==> src/sv/lb_pkg.sv <==
// Shared types and constants for the Liang-Barsky line clipper.
`default_nettype none
package lb_pkg;

  localparam int CW       = 15;  // input coordinate width
  localparam int OW       = 16;  // output coordinate and ratio width
  localparam int DIV_BITS = 16;  // quotient bits per ratio
  localparam int DIV_BPS  = 2;   // quotient bits resolved per divider stage
  localparam int DIV_STG  = DIV_BITS / DIV_BPS;
  localparam int NUM_DIV  = 4;

  localparam logic [OW-1:0] SAT_MAX = 16'h7fff;
  localparam logic [OW-1:0] SAT_MIN = 16'h8000;

  typedef enum logic [1:0] {
    REG_MIN_X = 2'd0,
    REG_MIN_Y = 2'd1,
    REG_MAX_X = 2'd2,
    REG_MAX_Y = 2'd3
  } cfg_reg_e;

  // one signed division, split into sign and magnitudes
  typedef struct packed {
    logic          neg;
    logic [CW-1:0] num;
    logic [CW-1:0] den;
  } div_req_t;

  // per-axis facts known before division
  typedef struct packed {
    logic pz;    // no motion on this axis
    logic pn;    // p < 0
    logic q1ok;  // q1 >= 0
    logic q2ok;  // q2 >= 0
  } axis_t;

  typedef struct packed {
    logic signed [CW-1:0] x1;
    logic signed [CW-1:0] y1;
    logic signed [CW-1:0] x2;
    logic signed [CW-1:0] y2;
    logic signed [OW-1:0] dx;
    logic signed [OW-1:0] dy;
    axis_t                ax;
    axis_t                ay;
  } ctx_t;

  typedef struct packed {
    logic                 ok;
    logic signed [OW-1:0] t0;
    logic signed [OW-1:0] t1;
  } clip_t;

endpackage
`default_nettype wire

==> src/sv/lb_clip.sv <==
// One axis of the Liang-Barsky parameter update, registered.
`default_nettype none
module lb_clip (
  input  wire                            clk_i,
  input  wire                            en_i,
  input  wire lb_pkg::clip_t             clip_i,
  input  wire lb_pkg::axis_t             axis_i,
  input  wire logic signed [lb_pkg::OW-1:0] r1_i,
  input  wire logic signed [lb_pkg::OW-1:0] r2_i,
  output lb_pkg::clip_t                  clip_o
);
  import lb_pkg::*;

  clip_t clip_d, clip_q;

  always_comb begin
    clip_d = clip_i;
    if (clip_i.ok) begin
      if (axis_i.pz) begin
        // parallel: start must lie between this pair of edges
        clip_d.ok = axis_i.q1ok && axis_i.q2ok;
      end else if (axis_i.pn) begin
        if (r1_i > clip_d.t1) begin
          clip_d.ok = 1'b0;
        end else begin
          if (r1_i > clip_d.t0) clip_d.t0 = r1_i;
          if (r2_i < clip_d.t0)      clip_d.ok = 1'b0;
          else if (r2_i < clip_d.t1) clip_d.t1 = r2_i;
        end
      end else begin
        if (r1_i < clip_d.t0) begin
          clip_d.ok = 1'b0;
        end else begin
          if (r1_i < clip_d.t1) clip_d.t1 = r1_i;
          if (r2_i > clip_d.t1)      clip_d.ok = 1'b0;
          else if (r2_i > clip_d.t0) clip_d.t0 = r2_i;
        end
      end
    end
  end

  always_ff @(posedge clk_i) begin
    if (en_i) clip_q <= clip_d;
  end

  assign clip_o = clip_q;

endmodule
`default_nettype wire

==> config.mk <==
export PLATFORM = sky130hd
export DESIGN_NAME = lb_clip
export DESIGN_NICKNAME = d
export VERILOG_FILES = /design/src/sv/lb_pkg.sv /design/src/sv/lb_clip.sv
export SDC_FILE = /design/constraint.sdc
export NUM_CORES = 1
export LEC_CHECK = 0
export BUFFER_PORTS_ARGS = -buffer_cell sky130_fd_sc_hd__buf_2
export CORE_MARGIN = 2
export CORE_UTILIZATION = 44
export DETAILED_ROUTE_END_ITERATION = 16
export GPL_TIMING_DRIVEN = 1
export PLACE_DENSITY = 0.68
export REMOVE_ABC_BUFFERS = 1
export SYNTH_ARGS = -nofsm -noshare
export SYNTH_HDL_FRONTEND = slang
export SYNTH_SLANG_ARGS = --single-unit
==> constraint.sdc <==
create_clock -name clk_i -period 12.05 [get_ports clk_i]
set_clock_uncertainty 0.15 [all_clocks]
set_input_delay 0.6025 -clock clk_i [delete_from_list [all_inputs] [get_ports clk_i]]
set_output_delay 0.6025 -clock clk_i [all_outputs]
set_load 0.02 [all_outputs]
==> Word-level counts from Yosys, hierarchy flattened <==
Cells that the tools add are included.
{ "op_classes": {"n_lt_le_gt_ge": 8, "n_reduce_logical": 1, "mux": 24} }
{ "op_table": {"columns": ["operator", "n"], "rows": [
  ["$mux 16", 14],
  ["$mux 32", 4],
  ["$gt 16x16->1", 4],
  ["$lt 16x16->1", 4],
  ["$mux 33", 1],
  ["$mux 1", 5],
  ["$logic_and 1x1->1", 1]
]} }
{ "word_totals": {"wordCells": 36, "register_bits": 33} }

==> Longest topological paths before layout <==
Gate-level depths: netlist of run 1.
{ "depth": {"ltp_word": 12, "mapped_depth": 22} }

==> Worst setup path after synthesis of run 1 <==
No wires, ideal clock.
{ "synth_timing": {"kind": "in2reg", "start": "in clip_i[23] (netlist name)", "end": "reg clip_q (netlist bit clip_o[15]), data pin", "slack_ps": 6856, "setup_ps": 152, "n_path_buf": 1, "arrival_ps": 4892, "path_stages": 20, "required_time_ps": 11748, "path_cell_list": "inv_1 ha_1 a211oi_1 o21ai_0 a22oi_1 nand3_2 xor2_1 nor2_2 buf_2 mux2i_1 ha_1 a21o_1 a21o_1 a21oi_1 a21oi_1 nor3_1 o41ai_4 xor2_2 or4b_2 a31oi_1"} }
{ "synth_rtl": {"columns": ["item", "line", "rtl"], "rows": [
  ["start: declaration", "lb_clip.sv:6", "input wire lb_pkg::clip_t clip_i,"],
  ["end signal: assignment", "lb_clip.sv:43", "if (en_i) clip_q <= clip_d;"],
  ["end: declaration", "lb_clip.sv:14", "clip_t clip_d, clip_q;"]
]} }

==> impl_metrics.json, run 1 <==
{
  "gr-usage-all-layers_pct": 26.6,
  "wire_per_inst_um": 19.9,
  "ctsResizeCount": 0,
  "cpPeakStageDelay_ns": 0.80,
  "path_clk_slew_ns": 0.08,
  "fin_cells": 718,
  "synth.avg_cell_area_um2": 9.04,
  "cap_violations": 0,
  "die-area_mm2": 0.0108,
  "ys_warn_count": 0,
  "hpwl_um": 11600,
  "required_ns": 11.94,
  "internal_power_uw": 275,
  "grt_antenna_before_repair": 0,
  "antenna_cells": 0,
  "clockBufferDepth": 2,
  "total_power_uw": 472,
  "fin_crit_sh_pct": 54.2,
  "tns_ns": 0,
  "routed_wl_um": 14300,
  "die_w_um": 104,
  "hp-class": "input pin to register",
  "syn2layout_area_growth_pct": 16.3,
  "p_comb_share_pct": 51.5,
  "core_mm2": 0.00973,
  "yosysSeqAreaShare_pct": 22.6,
  "grt_pass1_wl_um": 22500,
  "ir_worst_vdd_uv": 40.7,
  "portBuffers": 103,
  "setup_viol": 0,
  "place_inst": 710,
  "pwr-share-clk_pct": 18.0,
  "gp_congestion": 0.946,
  "cp.depth": 22,
  "clockRootBuffer": "clkbuf_8",
  "power_leakage_uw": 0.00244,
  "cts_setup_buffers": 0,
  "grt-ovfl-total": 0,
  "ys_ff_latch": 33,
  "grt_pass1_vias": 4167,
  "dp_slack_ns": 5.27,
  "synth-edff-count": 33,
  "fp-row-count": 36,
  "switching_share_pct": 41.8,
  "max_freq_mhz": 153,
  "antenna_left": 0,
  "end_kind": "register",
  "rsz0062_at_grt": "no",
  "num_vias": 4311,
  "timing.hold.ws_ns": 0.468,
  "initial_utilization_pct": 45.1,
  "die_h_um": 104,
  "slew_headroom_pct": 33.0,
  "worst-path-buf-inv": 4,
  "crit_start": "clip_i[5]",
  "async_flop_share_pct": 0,
  "crit_chain": "buf_2 > inv_1 > ha_1 > a21oi_1 > o21ai_0 > a2111oi_1 > a31oi_1 > nor2_1 > buf_4 > nor2_1 > a21oi_1 > ha_1 > nor2b_1 > o21a_1 > o21a_1 > o21a_1 > o21ai_1 > a21oi_1 > o311ai_2 > buf_4 > nand2b_1 > o221a_2",
  "tightestPinTransition_ns": 1.00,
  "via_per_inst": 6.00,
  "crit_family": "compound AO/OA/AOI/OAI gates",
  "htreeDepth": 2,
  "postSynthCellCount": 485,
  "mappedNetlistArea_mm2": 0.00439,
  "layout_setup_ws_ns": 5.52,
  "drive_gt1_share_pct": 24.1,
  "startpoint_type": "input pin",
  "period_minus_slack_ns": 6.53,
  "power_frac_seq_pct": 30.5,
  "drc": 0,
  "nets": 749,
  "crit_type": "input pin to register",
  "outcome": "complete, no violations",
  "p_switching_uw": 197,
  "drt_first_iter_violations": 227,
  "cts_hold_buf": 0,
  "largest_reg_flops": 33,
  "ioPinCount": 104,
  "synth_ff_type": "edfxtp_1",
  "grt_start_max_net_pins": 34,
  "final_max_slew_viol_count": 0,
  "cts.sinks": 33,
  "ys_types": 61,
  "powerDensity_mw_per_mm2": 92.6,
  "hold_viol_final": 0,
  "crit_path_end": "clip_o[29]",
  "cp_slowest_cell": "nor2_1",
  "cp_max_fo": 16,
  "arrival_ns": 6.42,
  "cts_tree": "done",
  "dr.pass1.iters": 5,
  "cts_made_buffers": 5
}
[layer usage]
metal,global-route usage [%],wire length (µm),vias up,part of all wire [%]
met2,42.9,6580,194,46
met4,11.2,529,0,3.7
met5,0,0,-,0
met3,4.72,1060,32,7.4
met1,35.0,6130,2009,43
li1,-,-,2076,-
[Yosys cell counts, types with 12 or more instances]
master | instances | area, µm²
a21o_1 | 12 | 90.1
a21oi_1 | 39 | 195
a221o_1 | 12 | 120
edfxtp_1 | 33 | 991
ha_1 | 94 | 1180
inv_1 | 41 | 154
mux2i_1 | 16 | 160
nand2_1 | 33 | 124
nand4_1 | 13 | 81.3
nor2_1 | 40 | 150
o21ai_0 | 19 | 95.1
o221a_2 | 15 | 169
[cell usage in the layout (no fill, tap or decap), types with 4 or more instances in the layout]
| master | n |
|---|---|
| a21o_1 | 12 |
| ha_1 | 94 |
| o21a_1 | 8 |
| o221a_2 | 15 |
| a221o_1 | 12 |
| inv_1 | 41 |
| nor2b_1 | 7 |
| nand2b_1 | 4 |
| o21ai_0 | 19 |
| nand4_1 | 13 |
| mux2i_1 | 16 |
| clkbuf_8 | 5 |
| nor2_1 | 40 |
| buf_2 | 103 |
| a21oi_1 | 39 |
| a211oi_1 | 9 |
| nand2_1 | 33 |
| edfxtp_1 | 33 |
| o22ai_1 | 7 |
| nand3_1 | 9 |
| nor3_1 | 7 |
[worst min-delay path by stage]
stage / start / endpoint / cells past startpoint
floorplan: en_i / clip_o[0] / 0
global placement: clip_i[13] / clip_o[13] / 2
detailed placement: clip_i[13] / clip_o[13] / 2
CTS: clip_i[13] / clip_o[13] / 2
global route: clip_i[13] / clip_o[13] / 2
finish: clip_i[32] / clip_o[32] / 2
[power groups by stage]
stage | clock network, µW | logic, µW | registers (µW)
CTS | 87.3 | 242 | 144
global placement | 0 | 238 | 147
floorplan | 0 | 140 | 163
finish | 85.0 | 243 | 144
detailed placement | 0 | 241 | 147
global route | 91.3 | 268 | 145
[kinds of logic (layout without fill, tap and decap cells)]
| kind of cell | after synthesis | count (layout) | share of synthesized area [%] |
|---|---|---|---|
| AO/OA/AOI/OAI | 151 | 151 | 25.5 |
| AND/OR/NAND/NOR | 130 | 130 | 14.6 |
| adder cells (fa/ha/maj) | 94 | 94 | 26.8 |
| buffers and inverters | 55 | 155 | 5.28 |
| flip-flops | 33 | 33 | 22.6 |
| multiplexers | 19 | 19 | 4.48 |
| XOR/XNOR | 3 | 3 | 0.771 |
[stage by stage]
stage	cell area, µm²	util (%)
after floorplan	4310	-
after global placement	5020	51.6
after detailed placement	5020	51.6
after CTS	5100	52.4
after global routing	5100	52.4
final	5100	52.4
[area by class of cell]
class	instances	area (µm²)
clock buffer	5	68.8
clock inverter	3	12.5
fill	942	4630
inverter	41	154
multi-input combinational	397	3170
sequential	33	991
tap	133	166
timing repair buffer	106	538
Power figures use the tool's default switching activity.
==> run 2, diff against run 1 <==
--- a/config.mk
+++ b/config.mk
@@ -5,12 +5,13 @@
 export SDC_FILE = /design/constraint.sdc
 export NUM_CORES = 1
 export LEC_CHECK = 0
+export ABC_AREA = 1
 export BUFFER_PORTS_ARGS = -buffer_cell sky130_fd_sc_hd__buf_2
 export CORE_MARGIN = 2
 export CORE_UTILIZATION = 44
 export DETAILED_ROUTE_END_ITERATION = 16
 export GPL_TIMING_DRIVEN = 1
-export PLACE_DENSITY = 0.68
+export PLACE_DENSITY = 0.69
 export REMOVE_ABC_BUFFERS = 1
 export SYNTH_ARGS = -nofsm -noshare
 export SYNTH_HDL_FRONTEND = slang
==> constraint.sdc (replaced) <==
create_clock -name clk_i -period 5.4 [get_ports clk_i]
set_clock_uncertainty 0.15 [all_clocks]
set_input_delay 0.27 -clock clk_i [delete_from_list [all_inputs] [get_ports clk_i]]
set_output_delay 0.27 -clock clk_i [all_outputs]
set_load 0.02 [all_outputs]
==> run 2 against run 1 <==
  * Global-route usage down 1.5 points
  * Critical path depth grew 4
  * Flip-flop and latch count unchanged
  * Cell area is 17% higher
  * Worst setup slack got worse by 4.9 ns
  * Utilization down 0.38 points
  * First-iteration DRC count increased by 92%
  * Die area grew 17%
  * Worst hold slack got worse by 0.27 ns
  * Non-clock buffer count grew 7
  * Synthesized area grew 18%
  * Largest power group unchanged
==> impl_metrics.json, run 2 <==
{
  "antenna_left": 0,
  "arrival_ns": 4.63,
  "synth-edff-count": 33,
  "initial_utilization_pct": 45.2,
  "fill_cells": 1193,
  "slew_headroom_pct": 25.3,
  "nets": 1022,
  "cap_violations": 0,
  "cp_max_fo": 25,
  "largest_reg_flops": 33,
  "core_mm2": 0.0114,
  "wire_per_inst_um": 15.8,
  "die_h_um": 112,
  "routed_wl_um": 15800,
  "synthMostInstantiatedCell": "nand2_1",
  "portBuffers": 103,
  "drt_first_iter_violations": 436,
  "cts.sinks": 33,
  "fin_cells": 1001,
  "hold-path-endpoint": "clip_o[32]",
  "period_minus_slack_ns": 4.78,
  "fin_util_pct": 52.0,
  "num_vias": 5510,
  "postSynthCellCount": 771,
  "clockBufferDepth": 2,
  "fp-row-count": 39,
  "final_max_slew_viol_count": 0,
  "synth_area_leader_cell": "ha_1",
  "setup_viol": 0,
  "htreeDepth": 2,
  "async_flop_share_pct": 0,
  "rsz0062_at_grt": "no",
  "mappedNetlistArea_mm2": 0.00516,
  "ys_ff_latch": 33,
  "drc": 0,
  "startpoint_type": "input pin",
  "outcome": "complete, no violations",
  "yosysSeqAreaShare_pct": 19.2,
  "synth_ff_type": "edfxtp_1",
  "powerDensity_mw_per_mm2": 216,
  "cp_slowest_cell": "o21ai_2",
  "grt_antenna_before_repair": 0,
  "fin_crit_sh_pct": 88.5,
  "antenna_cells": 0,
  "die-area_mm2": 0.0126,
  "gp_congestion": 0.959,
  "grt_pass1_vias": 5039,
  "end_kind": "register",
  "ioPinCount": 104,
  "crit_type": "input pin to register",
  "via_per_inst": 5.50,
  "max_freq_mhz": 209,
  "dr.pass1.iters": 5,
  "grt-ovfl-total": 0,
  "grt_start_max_net_pins": 50,
  "ir_worst_vdd_uv": 93.6,
  "whs_path_depth": 3,
  "hp-class": "input pin to register",
  "grt_pass1_wl_um": 25600,
  "ys_types": 37,
  "hpwl_um": 11800,
  "final_cell_mix": "nand2_1 (176), inv_1 (105), buf_2 (103)",
  "place_inst": 993,
  "timing.hold.ws_ns": 0.196,
  "netlist_top_cells_count": "nand2_1 (176), inv_1 (105), ha_1 (94)",
  "drive_gt1_share_pct": 15.0,
  "ys_warn_count": 0,
  "cts_hold_buf": 0,
  "tightestPinTransition_ns": 1.12,
  "cpPeakStageDelay_ns": 0.36,
  "required_ns": 5.26,
  "cts_tree": "done",
  "layout_commonest_cell": "nand2_1",
  "ctsResizeCount": 0,
  "clockRootBuffer": "clkbuf_16",
  "path_clk_slew_ns": 0.06,
  "cts_setup_buffers": 0,
  "synth.avg_cell_area_um2": 6.70,
  "syn2layout_area_growth_pct": 15.1,
  "tns_ns": 0,
  "worstHoldStart": "clip_i[32]",
  "synth_area_leaders": "ha_1 (23%), edfxtp_1 (19%), nand2_1 (13%)",
  "hold_viol_final": 0,
  "die_w_um": 112,
  "synth_top_area_share_pct": 22.8,
  "power_leakage_uw": 0.00303,
  "gr-usage-all-layers_pct": 25.1,
  "cts_made_buffers": 5
}
==> run 2: cell type report <==
type / count / area (µm²) / share of cell area [%]
Multi-Input combinational cell: 598 / 3650 / 61.4
Clock buffer: 8 / 136 / 2.29
Tap cell: 143 / 179 / 3.01
Sequential cell: 33 / 991 / 16.7
Timing Repair Buffer: 113 / 591 / 9.94
Inverter: 106 / 398 / 6.69
==> run 2: kinds of logic (layout without fill, tap and decap cells) <==
group	after synthesis	after routing	share of synthesized area [%]
AO/OA/AOI/OAI	223	223	24.1
XOR/XNOR	2	2	0.339
adder cells (fa/ha/maj)	94	94	22.8
buffers and inverters	140	227	10.4
flip-flops	33	33	19.2
AND/OR/NAND/NOR	279	279	23.2
==> run 2: stage by stage <==
stage               area [µm²]  total power, µW  worst slack [ns]
finish                    5940             1280             0.624
global route              5940             1400             0.129
CTS                       5940             1290             0.696
detailed placement        5810              996             0.425
global placement          5810              994             0.621
floorplan                 5020              769             0.656
==> run 2: power breakdown <==
part	internal [µW]	switching, µW
Combinational	232	450
Clock	172	108
Sequential	315	5.72
Total	719	564
==> run 2: worst max path at each step <==
stage          startpoint    endpoint  slack, ns  cells past startpoint
2_1_floorplan   clip_i[9]  clip_o[31]       0.66                     24
3_3_place_gp    clip_i[9]  clip_o[31]       0.62                     22
3_5_place_dp    clip_i[9]  clip_o[31]       0.43                     26
4_1_cts         clip_i[9]  clip_o[31]       0.70                     26
5_1_grt         clip_i[9]  clip_o[25]       0.13                     26
6_report        clip_i[9]  clip_o[31]       0.62                     26
==> run 2: worst max-delay path, delay by kind of cell <==
kind / cells / cell delay (ns)
buffers and inverters: 5 / 0.80
AOI/OAI and AO/OA: 11 / 2.27
adders and majority gates: 2 / 0.60
and+or+nand+nor: 8 / 0.66
==> run 2: per-layer routing <==
layer	global-route usage (%)	wire (µm)
met5	0	0
met2	41.3	7260
met3	3.29	1080
met1	34.8	7240
met4	6.67	214
==> run 3, diff against run 2 <==
==> constraint.sdc (replaced) <==
create_clock -name clk_i -period 4.3 [get_ports clk_i]
set_clock_uncertainty 0.15 [all_clocks]
set_input_delay 0.215 -clock clk_i [delete_from_list [all_inputs] [get_ports clk_i]]
set_output_delay 0.215 -clock clk_i [all_outputs]
set_load 0.02 [all_outputs]
==> run 3 against run 2 <==
  * Global-route usage is 1.1 points higher
  * Utilization rose by 4.8 points
  * Die area stayed put
  * Wire length rose by 6.1%
  * Combinational power rose by 45%
  * Largest cell class unchanged
  * Highest routed layer unchanged
==> impl_metrics.json, run 3 (same netlist as run 2, synthesis figures left out) <==
{
  "layout_commonest_cell": "nand2_1",
  "final_cell_mix": "nand2_1 (176), inv_1 (104), buf_2 (103)",
  "power_frac_seq_pct": 23.0,
  "hpwl_um": 12500,
  "slew_headroom_pct": 25.5,
  "via_per_inst": 5.54,
  "core_mm2": 0.0114,
  "antenna_left": 0,
  "cts_tree": "done",
  "syn2layout_area_growth_pct": 25.7,
  "largest_reg_flops": 33,
  "worstHoldStart": "clip_i[32]",
  "arrival_ns": 4.05,
  "final_max_slew_viol_count": 0,
  "outcome": "complete, no violations",
  "initial_utilization_pct": 45.2,
  "p_switching_uw": 753,
  "clockBufferDepth": 2,
  "gr-usage-all-layers_pct": 26.1,
  "fin_crit_sh_pct": 97.3,
  "cap_violations": 0,
  "ir_worst_vdd_uv": 133,
  "die_h_um": 112,
  "wire_per_inst_um": 15.9,
  "startpoint_type": "input pin",
  "max_freq_mhz": 239,
  "setup_viol": 0,
  "drc": 0,
  "gp_congestion": 0.891,
  "ioPinCount": 104,
  "tightestPinTransition_ns": 1.12,
  "tns_ns": 0,
  "p_comb_share_pct": 56.5,
  "hold-path-endpoint": "clip_o[32]",
  "powerDensity_mw_per_mm2": 270,
  "antenna_cells": 0,
  "grt_pass1_wl_um": 26700,
  "internal_power_uw": 998,
  "required_ns": 4.17,
  "crit_type": "input pin to register",
  "cts.sinks": 33,
  "grt-ovfl-total": 0,
  "portBuffers": 103,
  "num_vias": 5849,
  "grt_pass1_vias": 5352,
  "end_kind": "register",
  "drt_first_iter_violations": 461,
  "dr.pass1.iters": 5,
  "die-area_mm2": 0.0126,
  "routed_wl_um": 16800,
  "hp-class": "input pin to register",
  "cts_made_buffers": 5,
  "path_clk_slew_ns": 0.06,
  "rsz0062_at_grt": "yes",
  "die_w_um": 112,
  "whs_path_depth": 3,
  "hold_viol_final": 0,
  "grt_start_max_net_pins": 50,
  "fp-row-count": 39,
  "clockRootBuffer": "clkbuf_16",
  "total_power_uw": 1750,
  "period_minus_slack_ns": 4.18,
  "grt_antenna_before_repair": 0,
  "nets": 1077,
  "switching_share_pct": 43.0,
  "pwr-share-clk_pct": 20.4,
  "htreeDepth": 2,
  "drive_gt1_share_pct": 21.9,
  "cp_max_fo": 8,
  "power_leakage_uw": 0.00332
}
## run 3: layout make-up
cell class                 count  area, µm²
multi-input combinational    598       3730
timing repair buffer         168       1050
fill                        1127       4930
tap                          143        179
sequential                    33        991
clock buffer                   8        136
inverter                     106        398
## run 3: what timing repair did
item,CTS,global route
setup endpoints to repair,0,16
buffers inserted,0,7
endpoints found under the hold margin,0,0
hold buffers,0,0
resized for setup,0,36
## run 3: critical path, cell delays in order
cell,delay [ns]
buf_2,0.13
inv_1,0.15
ha_4,0.23
nand2_1,0.10
nor2_1,0.06
a211oi_2,0.16
nor2_1,0.07
a211oi_2,0.26
nand3_1,0.13
o21ai_2,0.12
buf_6,0.16
buf_4,0.11
nand2_1,0.04
o21ai_0,0.10
inv_1,0.08
ha_1,0.29
a21oi_1,0.17
o21ai_1,0.11
a221oi_2,0.34
o211ai_1,0.16
o221ai_2,0.10
nand4_1,0.16
buf_4,0.18
clkbuf_4,0.18
a21oi_1,0.16
o22ai_1,0.08
## run 3: through the flow
stage | utilization (%) | area, µm² | setup WS [ns] | std cells | hold WS (ns)
3_5_place_dp | 54.1 | 6180 | -0.0944 | 1039 | 0.437
5_1_grt | 56.8 | 6490 | -0.0974 | 1056 | 0.176
2_1_floorplan | - | 5020 | -0.389 | 737 | 0.177
4_1_cts | 55.3 | 6310 | 0.182 | 1047 | 0.147
6_report | 56.8 | 6490 | 0.116 | 1056 | 0.152
3_3_place_gp | 54.1 | 6180 | 0.0367 | 1039 | 0.430
## run 3: worst max path at each step
stage                           from  cells past startpoint    endpoint
after floorplan            clip_i[9]                     24  clip_o[31]
after global placement     clip_i[9]                     26  clip_o[26]
after detailed placement   clip_i[9]                     28  clip_o[16]
after CTS                  clip_i[9]                     28  clip_o[21]
after global routing      clip_i[11]                     26  clip_o[17]
final                     clip_i[11]                     26  clip_o[18]
## run 3: routing by layer
metal	part of all wire (%)	up-vias	track usage [%]
met4	3.4	0	10.3
met3	6.2	32	2.92
li1	-	2974	-
met2	45	212	42.6
met5	0	-	0
met1	45	2631	35.6
## run 3: power groups by stage
stage	clock [µW]	sequential, µW	combinational [µW]
after floorplan	0	455	510
after global placement	0	410	915
after detailed placement	0	410	925
after CTS	365	404	930
after global routing	376	406	1110
final	358	404	990
